$ cat src/rtl/core/ntc_pkg.sv
package ntc_pkg;

  localparam int RupW  = 20;
  localparam int CoefW = 48;
  localparam int IdxW  = 8;
  localparam int TempW = 16;
  localparam int StatW = 2;
  // widest divider: 16-bit converter, 20-bit resistor, Q.16
  localparam int DenW  = 16;
  localparam int NumW  = 52;
  localparam int QDepth = 4;

  localparam logic [StatW-1:0] StatOk   = 2'd0;
  localparam logic [StatW-1:0] StatRail = 2'd1;
  localparam logic [StatW-1:0] StatSat  = 2'd2;

  localparam logic [IdxW-1:0] RegRup   = 8'd0;
  localparam logic [IdxW-1:0] RegCoefA = 8'd1;
  localparam logic [IdxW-1:0] RegCoefB = 8'd2;
  localparam logic [IdxW-1:0] RegCoefC = 8'd3;

  localparam logic [RupW-1:0]  RupReset   = 20'd10000;
  localparam logic [CoefW-1:0] CoefAReset = 48'd284078485694;
  localparam logic [CoefW-1:0] CoefBReset = 48'd66946175000;
  localparam logic [CoefW-1:0] CoefCReset = 48'd56835502;

  localparam logic [31:0] Ln2Q32 = 32'd2977044472;
  localparam logic signed [57:0] KelvinCenti = 58'sd27315;
  localparam logic [54:0] RecipNum = 55'd100 << 48;

  typedef struct packed {
    logic [RupW-1:0]  rup;
    logic [CoefW-1:0] coef_a;
    logic [CoefW-1:0] coef_b;
    logic [CoefW-1:0] coef_c;
  } cfg_t;

  typedef struct packed {
    logic            rail;
    logic [NumW-1:0] num;
    logic [DenW-1:0] den;
  } item_t;

  typedef struct packed {
    logic vld;
    logic full;
  } q_stat_t;

endpackage

$ cat src/rtl/core/ntc_queue.sv
module ntc_queue (
  input  logic             clk_i,
  input  logic             rst_ni,
  input  logic             push_i,
  input  ntc_pkg::item_t   item_i,
  input  logic             pop_i,
  output ntc_pkg::item_t   item_o,
  output ntc_pkg::q_stat_t stat_o
);

  localparam int PtrW = $clog2(ntc_pkg::QDepth);

  ntc_pkg::item_t mem_q [ntc_pkg::QDepth];
  logic [PtrW-1:0] wr_q, rd_q;
  logic [PtrW:0]   cnt_q;
  logic            do_push, do_pop;

  assign stat_o.vld  = (cnt_q != '0);
  assign stat_o.full = (cnt_q == (PtrW+1)'(ntc_pkg::QDepth));
  assign do_push     = push_i && !stat_o.full;
  assign do_pop      = pop_i && stat_o.vld;
  assign item_o      = mem_q[rd_q];

  always_ff @(posedge clk_i or negedge rst_ni) begin
    if (!rst_ni) begin
      wr_q  <= '0;
      rd_q  <= '0;
      cnt_q <= '0;
    end else begin
      if (do_push) wr_q <= wr_q + 1'b1;
      if (do_pop) rd_q <= rd_q + 1'b1;
      cnt_q <= cnt_q + (PtrW+1)'(do_push) - (PtrW+1)'(do_pop);
    end
  end

  always_ff @(posedge clk_i) begin
    if (do_push) mem_q[wr_q] <= item_i;
  end

endmodule

$ cat config.mk
export PLATFORM = sky130hd
export DESIGN_NAME = ntc_queue
export DESIGN_NICKNAME = d
export VERILOG_FILES = /design/src/rtl/core/ntc_pkg.sv /design/src/rtl/core/ntc_queue.sv
export SDC_FILE = /design/constraint.sdc
export NUM_CORES = 1
export LEC_CHECK = 0
export BUFFER_PORTS_ARGS = -buffer_cell sky130_fd_sc_hd__buf_2
export CORE_MARGIN = 1.5
export CORE_UTILIZATION = 57
export DETAILED_ROUTE_END_ITERATION = 8
export GPL_ROUTABILITY_DRIVEN = 0
export HOLD_SLACK_MARGIN = 0.03
export PLACE_DENSITY = 0.88
export SYNTH_ARGS = -nofsm -noshare
export SYNTH_HDL_FRONTEND = slang
export SYNTH_SLANG_ARGS = --single-unit
$ cat constraint.sdc
create_clock -name clk_i -period 3.4 [get_ports clk_i]
set_input_delay 0.34 -clock clk_i [delete_from_list [all_inputs] [get_ports clk_i]]
set_output_delay 0.34 -clock clk_i [all_outputs]
set_load 0.1 [all_outputs]
==> impl_metrics.toml <==
[timing]
rsz0062_at_grt = "no"
min_period_ps = 2830
whs_ps = 47.1
worst_slew_pin_slew_ps = 708
timing.slew.headroom = 0.528
report.final.hold_viol_count = 0
setup_viol = 0
timing.setup.tns_ps = 0
clock.fmax_mhz = 354
fin_skew_ps = 9.00
drv_slew = 0
worst_slack_ps = 574
post-route-period-util = 0.831

[synthesis]
synthArstFlopShare = 0.0247
postSynthCellCount = 401
ys_types = 22
synth_top_area_cell = "edfxtp_1"
avgSynthCellArea_sq_um = 26.2
yosys_most_used_dff = "edfxtp_1"
syn-num-nets = 481
ys_warn_count = 0
yosysSeqAreaShare = 0.806
syn-cell-area_sq_um = 10500
synth_top_area_share = 0.790
synth_edf_count = 276
ys_seq_elements = 283
synth.area.top_cells = "edfxtp_1 (79%), mux4_2 (15%), dfrtp_1 (1.7%)"

[placement]
place_ws_ps = 1090
portBuffers = 143
dp_hpwl_um = 11100
place_inst = 764

[worst_setup_path]
cp.arrival_ps = 2490
crit_slowest_cell = "dfrtp_4"
path_max_fanout = 24
crit_path_start_kind = "register"
required_ps = 3060
cpPeakStageDelay_ps = 740
crit_type = "register to output port"
r2r_start = "cnt_q[1]"
endpoint_kind = "output port"
cp-startpoint = "rd_q[0]"
crit_chain = "buf_12, mux4_2, buf_2"

[clock_network]
clockBufferDepth = 3
root_buffer = "clkbuf_16"
htreeDepth = 1
cts_tree = "built"
cts.reportedPaths.clkPinSlew_ps = 60
insertion_delay_ps = 510
numCtsBuffers = 27
cts_setup_buffers = 0
cts.sinks = 283

[global_routing]
top_usage_layer = "met2"
use_met1 = 0.261
grt_overflow = 0
grt_use_total = 0.196
antenna_found_initial = 2
first_global_vias = 5157
grtUsageMet2 = 0.332
grt_pass1_wl_um = 28700
grt_max_degree = 45
use_met3 = 0.0483

[cells_and_area]
ff_latch_area_sq_um = 8470
nets = 671
final_common_cell = "edfxtp_1"
area_growth_pct = 20.0
multiInputGateArea_sq_um = 1850
nFillCells = 1085
drive_gt1_frac = 0.431
final_cell_mix = "edfxtp_1 (276), buf_2 (143), mux4_2 (68)"
stdcell_count = 841

[detailed_routing]
via_per_inst = 5.68
wire_per_inst_um = 22.1
first_pass_iters = 4
wirelength_um = 18600
drt_first_iter_violations = 296
ant_nets = 0
drc = 0
via_count = 4773

[floorplan]
dieArea_sq_um = 19200
rows = 49
die_width_um = 139
start_util = 0.582
io_pins = 144
die_h_um = 139
core_area_sq_um = 18000

[worst_hold_path]
hp-class = "primary input to register"
hp-start = "item_i[41]"

[run]
cap_violations = 0

[outcome]
status = "finished, final reports clean"
## critical path, delay by kind of cell (launching register included)
family,cells,cell delay [ps]
DFF,1,740
buffers and inverters,2,620
muxes,1,580
## layer usage
metal	share of wire	vias up
met1	0.40	2496
met5	0.00059	-
met2	0.52	142
met3	0.061	29
li1	-	2104
met4	0.015	2
## state kept, by name (all words and copies together), names as in the netlist
register	flops
rd_q	2
mem_q	276
cnt_q	3
wr_q	2
## worst paths after layout
kind / endpoint / slack (ps) / cells after the start
min in group asynchronous: cnt_q[2] / 190 / 2
setup / recovery: item_o[59] / 570 / 3
max in group asynchronous: rd_q[0] / 3030 / 2
hold / removal: mem_q[2][41] / 50 / 1
hold reg to reg: wr_q[1] / 620 / 2
setup reg to reg: cnt_q[2] / 1090 / 9
## stage by stage
step | util | cell area [sq um]
after detailed placement | 0.637 | 11500
after global placement | 0.637 | 11500
final | 0.699 | 12600
after CTS | 0.698 | 12600
after global routing | 0.699 | 12600
after floorplan | - | 10500
## cell usage after synthesis (2+ instances only)
master and count:
and3b_1 4, buf_12 7, buf_2 7, dfrtp_1 7, edfxtp_1 276, ha_1 6
inv_1 5, mux4_2 68, nand2b_1 4, nand4bb_1 2, o211ai_1 2, xnor2_1 3
## cell type report
cell class	instances	share of cell area
multi-input combinational	97	0.147
inverter	5	0.00149
sequential	283	0.672
tap	229	0.0227
timing repair buffer	177	0.0894
antenna	2	0.000397
clock buffer	32	0.0551
clock inverter	16	0.0120
## cells by family (layout without fill, tap and decap cells)
group | count (synthesis) | count (layout) | synth area share
AOI/OAI and AO/OA | 4 | 4 | 0.00310
muxes | 69 | 69 | 0.148
DFF | 283 | 283 | 0.806
xor gates and xnor gates | 4 | 4 | 0.00334
and+or+nand+nor | 13 | 13 | 0.0100
other | 0 | 2 | 0
buffers and inverters | 21 | 230 | 0.0199
adders and majority gates | 7 | 7 | 0.00906
## what timing repair did
item / CTS / global route
setup endpoints to repair: 0 / 0
endpoints found under the hold margin: 101 / 4
resized for setup: 0 / 0
hold buffers: 26 / 1
Power is not shown: default switching activity piles up to over one toggle a cycle in this logic, so the estimate is an artifact.
