$ cat src/rtl/core/ntc_pkg.sv
package ntc_pkg;

  localparam int RupW  = 20;
  localparam int CoefW = 48;
  localparam int IdxW  = 8;
  localparam int TempW = 16;
  localparam int StatW = 2;
  // widest divider: 16-bit converter, 20-bit resistor, Q.16
  localparam int DenW  = 16;
  localparam int NumW  = 52;
  localparam int QDepth = 4;

  localparam logic [StatW-1:0] StatOk   = 2'd0;
  localparam logic [StatW-1:0] StatRail = 2'd1;
  localparam logic [StatW-1:0] StatSat  = 2'd2;

  localparam logic [IdxW-1:0] RegRup   = 8'd0;
  localparam logic [IdxW-1:0] RegCoefA = 8'd1;
  localparam logic [IdxW-1:0] RegCoefB = 8'd2;
  localparam logic [IdxW-1:0] RegCoefC = 8'd3;

  localparam logic [RupW-1:0]  RupReset   = 20'd10000;
  localparam logic [CoefW-1:0] CoefAReset = 48'd284078485694;
  localparam logic [CoefW-1:0] CoefBReset = 48'd66946175000;
  localparam logic [CoefW-1:0] CoefCReset = 48'd56835502;

  localparam logic [31:0] Ln2Q32 = 32'd2977044472;
  localparam logic signed [57:0] KelvinCenti = 58'sd27315;
  localparam logic [54:0] RecipNum = 55'd100 << 48;

  typedef struct packed {
    logic [RupW-1:0]  rup;
    logic [CoefW-1:0] coef_a;
    logic [CoefW-1:0] coef_b;
    logic [CoefW-1:0] coef_c;
  } cfg_t;

  typedef struct packed {
    logic            rail;
    logic [NumW-1:0] num;
    logic [DenW-1:0] den;
  } item_t;

  typedef struct packed {
    logic vld;
    logic full;
  } q_stat_t;

endpackage

$ cat src/rtl/core/ntc_front.sv
module ntc_front #(
  parameter int ADC_BITS = 12
) (
  input  logic                         in_valid_i,
  input  logic [ADC_BITS-1:0]          adc_code_i,
  input  logic [ntc_pkg::RupW-1:0]     rup_i,
  input  ntc_pkg::q_stat_t             q_stat_i,
  output logic                         in_ready_o,
  output logic                         push_o,
  output ntc_pkg::item_t               item_o
);

  localparam logic [ntc_pkg::DenW-1:0] Full =
    ntc_pkg::DenW'((32'd1 << ADC_BITS) - 32'd1);

  logic [ntc_pkg::DenW-1:0] code;
  logic [35:0]              prod;

  always_comb begin
    code = ntc_pkg::DenW'(adc_code_i) & Full;
    prod = 36'(rup_i) * 36'(code);
    // rail codes and a zero resistor carry no resistance
    item_o.rail = (code == '0) || (code == Full) || (rup_i == '0);
    item_o.num  = {prod, 16'd0};
    item_o.den  = Full - code;
  end

  assign in_ready_o = !q_stat_i.full;
  assign push_o     = in_valid_i && !q_stat_i.full;

endmodule

$ cat config.mk
export PLATFORM = sky130hd
export DESIGN_NAME = ntc_front
export DESIGN_NICKNAME = d
export VERILOG_FILES = /design/src/rtl/core/ntc_pkg.sv /design/src/rtl/core/ntc_front.sv
export SDC_FILE = /design/constraint.sdc
export NUM_CORES = 1
export LEC_CHECK = 0
export ABC_AREA = 1
export BUFFER_PORTS_ARGS = -buffer_cell sky130_fd_sc_hd__buf_2
export CAP_MARGIN = 20
export CORE_ASPECT_RATIO = 1.75
export CORE_UTILIZATION = 38
export DETAILED_ROUTE_END_ITERATION = 8
export PLACE_DENSITY = 0.64
export SYNTH_ARGS = -nofsm -noshare
export SYNTH_HDL_FRONTEND = slang
export SYNTH_SLANG_ARGS = --single-unit
$ cat constraint.sdc
create_clock -name vclk -period 9.42
set_input_delay 2.355 -clock vclk [all_inputs]
set_output_delay 2.355 -clock vclk [all_outputs]
set_load 0.01 [all_outputs]
==> results.md, run 1 <==
- The dominant cell type by count on the critical path is sky130_fd_sc_hd__nand2_1.
- After synthesis, flip-flops and latches occupy 0% of the total area.
- The timing startpoint of the critical path is adc_code_i[6].
- The class of the most critical setup path is in -> out.
- In the final layout, flip-flops and latches occupy 0 um^2.
- In the final routed layout, each cell accounts on average for between 10 and 15 um.
- Of the cells placed in the final design, the portion with a size suffix greater than 1 is around 12%.
- Of all nets on the critical path, the largest fanout is 13.
- between 100 and 150 I/O pins were placed.
- Once layout is complete, the utilization of the core stands at a little over two fifths.
- Measured along the x axis, the die boundary spans ~120 um.
- The routed wire length is ~23 mm.
- The post-detailed-route DRC marker count is 0.
- The first detailed-routing pass ran for 5 iterations.
- The required time of the critical path is a little over 7 ns.
- The time the worst path needs with I/O delays and setup is 9.20 ns.
- The die area is about 24000 um^2.
- The design has 0 sequential cells.
- The max-slew violation count is 0.
- The flow ran to the end, and the final reports show no timing, DRC or antenna violations.
- STA classifies the critical path endpoint as an output pin.
- The worst path uses a little over nine tenths of the clock period.
- After the first detailed-routing iteration, the DRC count stood at ~270.
- The initial utilization of the core area, before any placement, comes to between 30% and 40%.
- Measured along the y axis, the die boundary spans roughly 200 um.
- The data arrival time of the worst path is ~6.8 ns.
- The final HPWL from detailed placement is 20.2 mm.
- The number of port buffers is 81.
- For this run, the post-layout net count is around 1600.
- The final-report setup violation count is 0.
- After synthesis, the cell types taking the most area are sky130_fd_sc_hd__fa_1 41%, sky130_fd_sc_hd__nand2_1 18%, sky130_fd_sc_hd__inv_1 16%.
- Setup repair after global routing left no endpoint under its margin.
- Hold timing on the final database bottoms out at a slack of 4.95 ns.
- The area growth from synthesis to final layout is 9.66%.
- The standard-cell row count is ~70.
- The ratio of routed vias to standard cells is 4.69.
- The total global routing track utilization is approximately 21%.
- The number of antenna violations at the first check in global routing is 0.
- The number of synthesis warnings is 0.
- The critical path ends at item_o[57].
- The cell area after layout is between 9000 and 10000 um^2.
- The average cell area after synthesis is ~6.9 um^2.
- The standard cell area after detailed placement is 9490 um^2.
- The via count of the first global-routing pass is 8051.
- In the final timing run, aggregate negative setup slack is 0 ns.
- The largest single stage delay on the critical path is roughly 0.53 ns.
- The remaining global-route overflow is 0.
- The normalized max-slew margin is around two thirds.
- Max-cap violations in this run came to 0.
- The residual antenna-violating net count after detailed routing is 0.
- The logic depth of the worst setup path including buffers is 25.
- The first global-routing pass estimated between 30 and 40 mm of wire.
- The most common cell after layout, fill and taps aside is sky130_fd_sc_hd__nand2_1.
- The share of synthesized area in the top cell type comes to roughly two fifths.
- 0 antenna diodes ended up in the layout.
- The number of clock buffers in the layout is 0.
- Entering global routing, the biggest net connects 24 pins.
- The top cell type by total area after synthesis is sky130_fd_sc_hd__fa_1.
- Yosys mapped the design onto 28 distinct sky130hd cell types.
- For the pin with the worst max-slew slack, the measured transition is around 0.52 ns.
- The number of hold-repair buffers added at the cts stage is 0.
- The detailed router placed 7589 vias in this run.
- The standard cell with the maximum stage delay on the critical path is sky130_fd_sc_hd__fa_1.
- Routability-driven placement finished with a final weighted congestion of approximately 0.86.
- In this run the standard cell core region covers approximately 22000 um^2.
- The fmax is roughly 110 MHz.
- Together, buffers and inverters on the worst path number 9.
- The kind of cell with the highest combined delay along the critical path is adder cells.
- The startpoint type of the worst setup path is a primary input.
- In the layout the commonest cells are 414 x sky130_fd_sc_hd__nand2_1, 376 x sky130_fd_sc_hd__inv_1, 180 x sky130_fd_sc_hd__fa_1, 74 x sky130_fd_sc_hd__buf_2, 66 x sky130_fd_sc_hd__ha_1.
- The synthesized instance count is about 1300.
- The hold violation total from the final report was 0.
- The path class of the lowest-slack min-delay path is in -> out.
- In this run the cell area of the synthesized design comes to ~8700 um^2.
## cell usage after synthesis, types with 4 or more instances
cell type,n
sky130_fd_sc_hd__nor2_1,25
sky130_fd_sc_hd__nor2_4,5
sky130_fd_sc_hd__clkbuf_1,44
sky130_fd_sc_hd__buf_4,24
sky130_fd_sc_hd__xor2_1,10
sky130_fd_sc_hd__nand3_1,27
sky130_fd_sc_hd__xnor2_1,5
sky130_fd_sc_hd__nand2_1,415
sky130_fd_sc_hd__nand4_1,9
sky130_fd_sc_hd__inv_1,376
sky130_fd_sc_hd__nand2_2,13
sky130_fd_sc_hd__nor4_1,8
sky130_fd_sc_hd__a21oi_1,17
sky130_fd_sc_hd__fa_1,180
sky130_fd_sc_hd__nor2_2,5
sky130_fd_sc_hd__ha_1,70
sky130_fd_sc_hd__nand3_2,4
## area by class of cell
cell class | count | area, um^2
well taps | 296 | 370
multi-input cells | 833 | 7070
repair buffers | 112 | 693
inverters | 378 | 1420
fillers | 2314 | 12700
## per-stage QoR
step	cells	setup slack [ns]
finish	1619	0.221
global route	1619	0.000389
CTS	1618	0.0836
detailed placement	1618	0.0869
global placement	1618	0.107
floorplan	1279	0.661
## cell families after synthesis
family	after synthesis	share of synthesized area, %
buf+inv	446	20.3
simple gates	520	25.2
compound gates	24	1.59
other cells	1	0.0431
fa+ha+maj	250	51.4
xor+xnor	15	1.51
## worst min-delay path by stage
stage | startpoint | endpoint | slack [ns] | depth (start not counted)
after floorplan | q_stat_i[0] | in_ready_o | 4.75 | 1
after global placement | q_stat_i[0] | in_ready_o | 4.94 | 3
after detailed placement | q_stat_i[0] | in_ready_o | 4.95 | 3
after CTS | q_stat_i[0] | in_ready_o | 4.95 | 3
after global routing | q_stat_i[0] | push_o | 4.96 | 3
final | q_stat_i[0] | in_ready_o | 4.95 | 3
## metal layers
metal | routed length (um) | vias up | GRT usage [%]
met5 | 0 | - | 0
met2 | 14000 | 202 | 43.0
li1 | - | 3617 | -
met3 | 573 | 73 | 0.810
met1 | 7270 | 3697 | 19.3
met4 | 1160 | 0 | 9.62
## repair_timing
| action | in CTS | in global routing |
|---|---|---|
| gates resized for setup | 0 | 15 |
| endpoints found under the hold margin | 0 | 0 |
| endpoints found under the setup margin | 0 | 20 |
| setup buffers | 0 | 1 |
Power of run 1 is left out: the tool's default activity adds up to more than one toggle a clock period on the data nets, which glitch-free logic cannot reach.
==> inputs of run 2 (changes only) <==
- CELL_PAD_IN_SITES_DETAIL_PLACEMENT: default -> 0
- CELL_PAD_IN_SITES_GLOBAL_PLACEMENT: default -> 1
- PLACE_DENSITY: 0.64 -> 0.82
==> run 2 against run 1 <==
Compared with the run above: final area rose by 0.52%; largest cell class unchanged; utilization increased by 0.22 points; fmax increased by 0.17%; global-route usage down 0.10 points; critical path depth fell by 5; via count grew 0.33%; highest routed layer unchanged; first-iteration DRC count shrank 11%; non-clock buffer count increased by 9; die area stayed put; clock-buffer cell count stayed put; routed wire length down 0.24%; flip-flop and latch count unchanged.
==> results.md, run 2 (synthesized netlist as in run 1, its figures left out) <==
- The hold path depth is 3 (unchanged).
- The number of antenna violations at the first check in global routing was 0 (unchanged).
- The final HPWL from detailed placement is 20.3 mm (was 20.2 mm).
- The average wire per cell in the routed design was 14.1 um (was 14.2 um).
- The logic depth of the worst setup path including buffers is 20 (was 25).
- The number of nets in the layout is 1619 (was 1610).
- The max-slew violation count is 0 (unchanged).
- The terminating pin of the worst hold path is in_ready_o (unchanged).
- The data arrival time of the worst path is 6.83 ns (was 6.84 ns).
- The worst hold slack came to 4.95 ns (about the same).
- The width of the chip was 116 um (unchanged).
- The number of clock buffers in the layout is 0 (unchanged).
- The count of routing violations after the opening detailed-route iteration was 242 (was 272).
- The count of sequential standard cells is 0 (unchanged).
- The max-cap violation count was 0 (unchanged).
- The via count of the first global-routing pass is 7964 (was 8051).
- Run status: finished, final reports clean (unchanged).
- The remaining global-route overflow is 0 (unchanged).
- The via total after detailed routing is 7614 (was 7589).
- The residual antenna-violating net count after detailed routing is 0 (unchanged).
- The effective utilization at floorplan was 39.1% (unchanged).
- The delay of the slowest critical-path stage was 0.56 ns (was 0.53 ns).
- The normalized max-slew margin is 66.5% (was 65.5%).
- The total global routing track utilization is 20.5% (was 20.6%).
- The number of port buffers is 81 (unchanged).
- The most common cell after layout, fill and taps aside is sky130_fd_sc_hd__nand2_1 (unchanged).
- The sum of buffers and inverters on the critical path is 6 (was 9).
- The number of buffers inserted to repair setup after CTS is 0 (unchanged).
- The wire length of the first global-routing pass is 37.5 mm (was 37.7 mm).
- The maximum number of pins on one net before global-route repair is 22 (was 24).
- The sequential cell area in the final layout came to 0 um^2 (unchanged).
- The I/O pin count came to 106 (unchanged).
- The timing startpoint of the critical path was rup_i[7] (was adc_code_i[6]).
- The critical path goes through buf_2 -> nand2_1 -> fa_1 -> inv_1 -> fa_1 -> fa_1 -> fa_1 -> inv_1 -> fa_1 -> inv_1 -> ha_1 -> nand2_1 -> inv_1 -> nand2_1 -> nand2_1 -> nand2_1 -> nand2_1 -> a21oi_1 -> xnor2_1 -> buf_2.
- The fraction of layout cells with a size suffix above 1 is 12.1% (was 11.6%).
- The die area is 23600 um^2 (unchanged).
- The path class of the lowest-slack min-delay path is in -> out (unchanged).
- The gate family responsible for the most delay along the worst path is adder cells (unchanged).
- The required time of the critical path is 7.07 ns (about the same).
- Leading cell types in the layout, fill and taps excluded: 415 x sky130_fd_sc_hd__nand2_1, 376 x sky130_fd_sc_hd__inv_1, 180 x sky130_fd_sc_hd__fa_1, 66 x sky130_fd_sc_hd__buf_2, 65 x sky130_fd_sc_hd__ha_1 (was 414 x sky130_fd_sc_hd__nand2_1, 376 x sky130_fd_sc_hd__inv_1, 180 x sky130_fd_sc_hd__fa_1, 74 x sky130_fd_sc_hd__buf_2, 66 x sky130_fd_sc_hd__ha_1).
- The fmax is 109 MHz (about the same).
- The critical hold path startpoint was q_stat_i[0] (unchanged).
- The time the worst path needs with I/O delays and setup is 9.18 ns (was 9.20 ns).
- Setup repair after global routing missed its margin: no (unchanged).
- The post-detailed-route DRC marker count was 0 (unchanged).
- The period utilization came to 97.5% (was 97.7%).
- The hold violation total from the final report was 0 (unchanged).
- The routed wire length came to 23.0 mm (about the same).
- The class of the most critical setup path is in -> out (unchanged).
- The area of the core region is 22300 um^2 (unchanged).
- The final-report setup violation count is 0 (unchanged).
- The dominant cell type by count on the critical path was sky130_fd_sc_hd__nand2_1 (unchanged).
- The final antenna diode count is 0 (unchanged).
- The ratio of routed vias to standard cells came to 4.68 (was 4.69).
- The total negative slack for setup checks is 0 ns (unchanged).
- The startpoint type of the worst setup path is a primary input (unchanged).
- The standard-cell row count came to 72 (unchanged).
- The area growth from synthesis to final layout is 10.2% (was 9.66%).
- The largest fanout of any net on the critical path is 13 (unchanged).
- The standard cell with the maximum stage delay on the critical path is sky130_fd_sc_hd__fa_1 (unchanged).
- The last weighted congestion value of the routability-driven placer is 0.845 (was 0.863).
- The transition time at the pin with the least slew margin is 0.502 ns (was 0.518 ns).
- The capturing element type of the critical path is an output pin (unchanged).
- The chip height is 202 um (unchanged).
- The total iterations of the first detailed-routing run was 6 (was 5).
-- run 2: changes by cell type in the layout (fill, tap and decap cells not counted), sizes merged --
| cell | delta |
|---|---|
| clkbuf | +6 |
| buf | +3 |
-- run 2: layout make-up --
class	count	area, um^2
inverters	378	1420
multi-input cells	833	7060
well taps	296	370
repair buffers	121	747
fillers	2378	12700
-- run 2: stage by stage --
| step | setup WS, ns | util [%] | area [um^2] | instances |
|---|---|---|---|---|
| after global placement | 0.0828 | 42.8 | 9530 | 1628 |
| after detailed placement | 0.0638 | 42.8 | 9530 | 1628 |
| after global routing | 0.00666 | 43.1 | 9600 | 1628 |
| after floorplan | 0.661 | - | 8790 | 1279 |
| final | 0.236 | 43.1 | 9600 | 1628 |
| after CTS | 0.0606 | 42.8 | 9530 | 1628 |
-- run 2: what timing repair did --
item / in CTS / in global routing
gates resized for setup: 0 / 26
hold buffers: 0 / 0
setup endpoints to repair: 0 / 18
-- run 2: worst max-delay path by stage --
stage          slack, ns         end
2_1_floorplan       0.66  item_o[48]
3_3_place_gp        0.08  item_o[49]
3_5_place_dp        0.06  item_o[61]
4_1_cts             0.06  item_o[63]
5_1_grt            0.007  item_o[63]
6_report            0.24  item_o[51]
-- run 2: routing by layer --
metal  vias up  track usage (%)  part of all wire [%]
met1      3750             19.4                    31
met5         -                0                     0
met3        64            0.750                   2.1
li1       3637                -                     -
met4         0             8.01                   4.3
met2       163             43.4                    63
Power of run 2 is left out for the same reason.
